===== src/rtl/baro_temp_compensation_top_assert.svh =====
// assertion macros for the compensation block
`ifndef BARO_TEMP_COMPENSATION_TOP_ASSERT_SVH
`define BARO_TEMP_COMPENSATION_TOP_ASSERT_SVH

// same-cycle implication, clocked on clk, off during rst
`define BARO_ASSERT_NOW(lbl, ante, cons, msg) \
  lbl: assert property (@(posedge clk) disable iff (rst) (ante) |-> (cons)) \
    else $error(msg);

// next-cycle implication, clocked on clk, off during rst
`define BARO_ASSERT_NEXT(lbl, ante, cons, msg) \
  lbl: assert property (@(posedge clk) disable iff (rst) (ante) |=> (cons)) \
    else $error(msg);

`endif


===== src/rtl/baro_pkg.sv =====
// shared types, constants and arithmetic helpers for the compensation block
`default_nettype none
package baro_pkg;

  localparam int unsigned DIV_STAGES = 32;
  localparam logic [31:0] FINE_OFS   = 32'd64000;
  localparam logic [31:0] PRESS_BASE = 32'd1048576;
  localparam logic [31:0] P_SCALE    = 32'd3125;
  localparam logic [31:0] P1_OFS     = 32'd32768;
  localparam logic [31:0] T_ROUND    = 32'd128;

  typedef enum logic [1:0] {
    REG_TEMP_CAL    = 2'd0,
    REG_PRESS_CAL_A = 2'd1,
    REG_PRESS_CAL_B = 2'd2,
    REG_PRESS_CAL_C = 2'd3
  } baro_reg_t;

  typedef struct packed {
    logic [15:0] t1;
    logic [15:0] t2;
    logic [15:0] t3;
    logic [15:0] p1;
    logic [15:0] p2;
    logic [15:0] p3;
    logic [15:0] p4;
    logic [15:0] p5;
    logic [15:0] p6;
    logic [15:0] p7;
    logic [15:0] p8;
    logic [15:0] p9;
  } baro_cal_t;

  typedef struct packed {
    logic [31:0] temp;
    logic        dbl;
    logic        zero;
  } baro_side_t;

  typedef struct packed {
    logic [31:0] num;
    logic [31:0] den;
    baro_side_t  side;
  } baro_div_in_t;

  typedef struct packed {
    logic [31:0] quo;
    baro_side_t  side;
  } baro_div_out_t;

  function automatic logic [31:0] sx16(input logic [15:0] w);
    return {{16{w[15]}}, w};
  endfunction

  function automatic logic [31:0] asr32(input logic [31:0] v, input int unsigned s);
    return 32'($signed(v) >>> s);
  endfunction

endpackage
`default_nettype wire


===== src/rtl/baro_back.sv =====
// pressure correction after the divide
`default_nettype none
module baro_back (
  input  wire logic                    clk,
  input  wire logic                    rst,
  input  wire logic                    en,
  input  wire logic                    in_vld,
  input  wire baro_pkg::baro_div_out_t in_data,
  input  wire baro_pkg::baro_cal_t     cal,
  output logic                         out_vld,
  output logic [31:0]                  out_temp,
  output logic [31:0]                  out_press,
  output logic                         out_zero
);

  logic [2:0]  vld;
  logic [31:0] pa_a, temp_a;
  logic        zero_a;
  logic [31:0] pa_b, temp_b, ss_b, b0_b;
  logic        zero_b;
  logic [31:0] pa_c, temp_c, a_c, bb_c;
  logic        zero_c;
  logic [31:0] s_b;
  logic [31:0] corr;

  assign s_b = pa_a >> 3;

  always_ff @(posedge clk) begin
    if (rst) begin
      vld <= '0;
    end else if (en) begin
      vld <= {vld[1:0], in_vld};
    end
  end

  always_ff @(posedge clk) begin
    if (en) begin
      pa_a   <= in_data.side.dbl ? (in_data.quo << 1) : in_data.quo;
      temp_a <= in_data.side.temp;
      zero_a <= in_data.side.zero;

      ss_b   <= s_b * s_b;
      b0_b   <= (pa_a >> 2) * baro_pkg::sx16(cal.p8);
      pa_b   <= pa_a;
      temp_b <= temp_a;
      zero_b <= zero_a;

      a_c    <= baro_pkg::asr32(baro_pkg::sx16(cal.p9) * (ss_b >> 13), 12);
      bb_c   <= baro_pkg::asr32(b0_b, 13);
      pa_c   <= pa_b;
      temp_c <= temp_b;
      zero_c <= zero_b;
    end
  end

  assign corr      = baro_pkg::asr32(a_c + bb_c + baro_pkg::sx16(cal.p7), 4);
  assign out_vld   = vld[2];
  assign out_temp  = temp_c;
  assign out_press = zero_c ? 32'd0 : (pa_c + corr);
  assign out_zero  = zero_c;

endmodule
`default_nettype wire


===== config.mk =====
export PLATFORM = sky130hd
export DESIGN_NAME = baro_back
export DESIGN_NICKNAME = d
export VERILOG_FILES = /design/src/rtl/baro_temp_compensation_top_assert.svh /design/src/rtl/baro_pkg.sv /design/src/rtl/baro_back.sv
export SDC_FILE = /design/constraint.sdc
export NUM_CORES = 2
export LEC_CHECK = 0
export BUFFER_PORTS_ARGS = -buffer_cell sky130_fd_sc_hd__clkbuf_2
export CORE_MARGIN = 2
export CORE_UTILIZATION = 47
export CTS_CLUSTER_DIAMETER = 50
export DETAILED_ROUTE_END_ITERATION = 12
export PLACE_DENSITY = 0.71
export SETUP_SLACK_MARGIN = 0.5
export SYNTH_ARGS = -nofsm -noshare
export SYNTH_HDL_FRONTEND = slang
export SYNTH_SLANG_ARGS = --single-unit

===== constraint.sdc =====
create_clock -name clk -period 9.15 [get_ports clk]
set_input_delay 1.3725 -clock clk [delete_from_list [all_inputs] [get_ports clk]]
set_output_delay 1.3725 -clock clk [all_outputs]
set_load 0.1 [all_outputs]

==> out/qor.yml <==
setup_path:
  crit_family: "compound AO/OA/AOI/OAI gates"
  worstPathCellList: "clkbuf_2 -> fa_1 -> ha_1 -> o21a_1 -> o21ai_0 -> o31ai_1 -> a21oi_1 -> o21ai_1 -> a21o_1 -> o21a_1 -> nor2_1 -> xnor2_1 -> ha_1 -> and3_1 -> a22o_1 -> nor3_1 -> a31oi_1 -> buf_4 -> a211oi_2 -> o211ai_1 -> a21oi_1 -> mux2_2 -> buf_2"
  reg2reg_from: "pa_a[5]"
  worstSetupStartpointType: "primary input"
  cp-end-kind: "output pin"
  r2r_cells: 22
  crit_path_end: "out_press[25]"
  crit_type: "primary input to output pin"
  max_stage_delay_ps: 480
  slowest_stage: "fa_1"
  cp.buffers_inverters: 3
  crit_path_start: "cal[42]"
  crit_required_ps: 7780
  reg2reg_to: "ss_b[31]"
  path_depth: 23
  rrSetupSlack_ps: 1130
  arrival_ps: 6880
  crit_path_max_fanout: 4
clock_tree:
  root_buffer: "clkbuf_16"
  cts_tree: "built"
  clkLatencyLatePin_ps: 580
  htree_levels: 2
  numCtsBuffers: 37
  clkTransAtPathRegs_ps: 60
  cts.sinks: 275
  cts.path.max_buffers: 3
  post_cts_buffers: 0
synth:
  synth_edf_count: 272
  yosysUniqueCellTypes: 64
  async_reset_ff_share_pct: 0
  synth_nets: 5992
  synth_top_area_share_pct: 41.1
  netlist_top_cells_count: "1,124 x inv_1, 922 x fa_1, 573 x nand2_1"
  postSynthCellCount: 4446
  ys.flop_type: "edfxtp_1"
  yosys.area.top_type: "fa_1"
  ys_seq_area_share_pct: 18.3
  syn-cell-area_mm2: 0.0450
  synth_warnings: 0
  synthTopCellsByArea: "fa_1 41%, edfxtp_1 18%, ha_1 10%"
  yosysMostFrequentCell: "inv_1"
  ys_ff_latch: 275
  syn_area_per_cell_um2: 10.1
routing:
  wl_per_cell_um: 18.0
  postRouteAntennaNets: 0
  drt-vias-per-instance: 5.15
  drt_iter0_markers: 1938
  first_pass_iters: 5
  dr_total_vias: 30100
  drt-total-wl_um: 105000
  drc: 0
finish:
  final_layout_size_suffix_gt1_share_pct: 7.57
  syn2layout_area_growth_pct: 7.78
  final_core_utilization_pct: 51.1
  layout.nets: 6089
  fill_cells: 8422
timing:
  fmax_ghz: 0.121
  finalCritPeriodShare_pct: 90.2
  finalHoldViolCount: 0
  skew_ps: 28.3
  worst_pin_slew_ps: 1150
  finalSetupTns_ps: 0
  setup_viol: 0
  rsz0062_at_grt: "false"
  finalMaxSlewViolations: 0
  maxSlewHeadroom_pct: 23.2
  fin_crit_ps: 8260
grt:
  track_usage_pct: 22.3
  grt_pass1_vias: 32600
  grt_pass1_wl_um: 173000
  grt_overflow_total: 0
  antenna_found_initial: 4
  grt_max_degree: 183
job:
  maxCapViolCount: 0
floorplan:
  die_h_um: 313
  rows: 113
  num_io_pins: 328
  die_width_um: 313
  core_area_mm2: 0.0949
  die_area_mm2: 0.0981
  start_util_pct: 47.4
run_status:
  run_status: "finished, final reports clean"
min_path:
  hp-start: "pa_b[16]"
  hp-class: "register to register"
place:
  io_buffers: 183
  gp_congestion: 0.873
  hpwl_um: 83600
[cell usage in the layout (no fill, tap or decap), drive strengths merged, types with 5 or more instances in the layout]
cell type,n
mux2,35
or3,6
o211ai,5
clkinv,9
buf,56
a21oi,67
nand2,573
nand3,19
xnor2,99
ha,362
fa,922
o21a,19
a31oi,8
nor3,29
a21boi,5
edfxtp,272
nor2b,21
o21ai,31
nor2,94
and3,13
a21o,45
nand2b,31
nand4,12
xor2,35
inv,1134
clkbuf,228
and2,361
a211oi,13
[worst min-delay path by stage]
stage | depth (start not counted) | endpoint | slack (ps)
after floorplan | 0 | bb_c[0] | 400
after global placement | 0 | temp_b[2] | 400
after detailed placement | 0 | out_temp[17] | 400
after CTS | 0 | out_temp[0] | 410
after global routing | 0 | out_temp[15] | 410
final | 0 | pa_c[16] | 410
[worst reg2reg max path, delay by kind of cell (launching register included)]
kind	cells	cell delay (ps)
adder cells (fa/ha/maj)	9	3900
buffers and inverters	4	620
XOR/XNOR	1	130
flip-flops	1	1090
AO/OA/AOI/OAI	5	1440
AND/OR/NAND/NOR	3	570
[metrics by stage]
step	hold WS (ps)	std cells	area [µm²]	setup WS, ps
2_1_floorplan	400	4446	45000	748
6_report	406	5841	48500	894
3_5_place_dp	405	5769	47200	643
3_3_place_gp	400	5769	47200	708
5_1_grt	410	5839	48500	546
4_1_cts	407	5837	48400	604
[layer usage]
metal	share of wire, %	vias to the layer above	wire length (µm)	track usage (%)
met3	6.5	197	6840	2.75
met1	40	15500	42100	29.2
met5	0.014	-	15	0
met2	50	970	52600	39.0
met4	3.2	2	3380	6.70
li1	-	13500	-	-
[final cells by class]
class                           instances  area (µm²)  area share (%)
Clock buffer                           47         983            2.03
Inverter                             1124        4220            8.71
Timing Repair Buffer                  237        1340            2.77
Sequential cell                       275        8230            17.0
Antenna cell                            4        10.0          0.0207
Tap cell                             1265        1580            3.27
Clock inverter                         21         239           0.493
Multi-Input combinational cell       2868       31900            65.7
[kinds of logic (layout without fill, tap and decap cells)]
family / after synthesis / count (layout) / share of synthesized area, %
buffers and inverters: 1303 / 1429 / 10.9
adders and majority gates: 1284 / 1284 / 51.1
and+or+nand+nor: 1179 / 1179 / 12.6
DFF: 275 / 275 / 18.3
AOI/OAI and AO/OA: 232 / 232 / 3.47
xor gates and xnor gates: 134 / 134 / 2.61
muxes: 39 / 39 / 0.966
other: 0 / 4 / 0
[state kept, by name (all words and copies together), names as in the netlist]
| register | cells |
|---|---|
| out_temp | 32 |
| pa_a | 32 |
| pa_b | 32 |
| pa_c | 32 |
| temp_a | 32 |
| temp_b | 32 |
| a_c | 20 |
| b0_b | 19 |
| bb_c | 19 |
| ss_b | 19 |
| vld | 3 |
| out_zero | 1 |
| zero_a | 1 |
| zero_b | 1 |
[what timing repair did]
item | 4_1_cts | 5_1_grt
setup endpoints to repair | 0 | 4
gates resized for setup | 0 | 3
hold buffers | 0 | 0
Power is not shown: default switching activity piles up to over one toggle a cycle in this logic, so the estimate is an artifact.
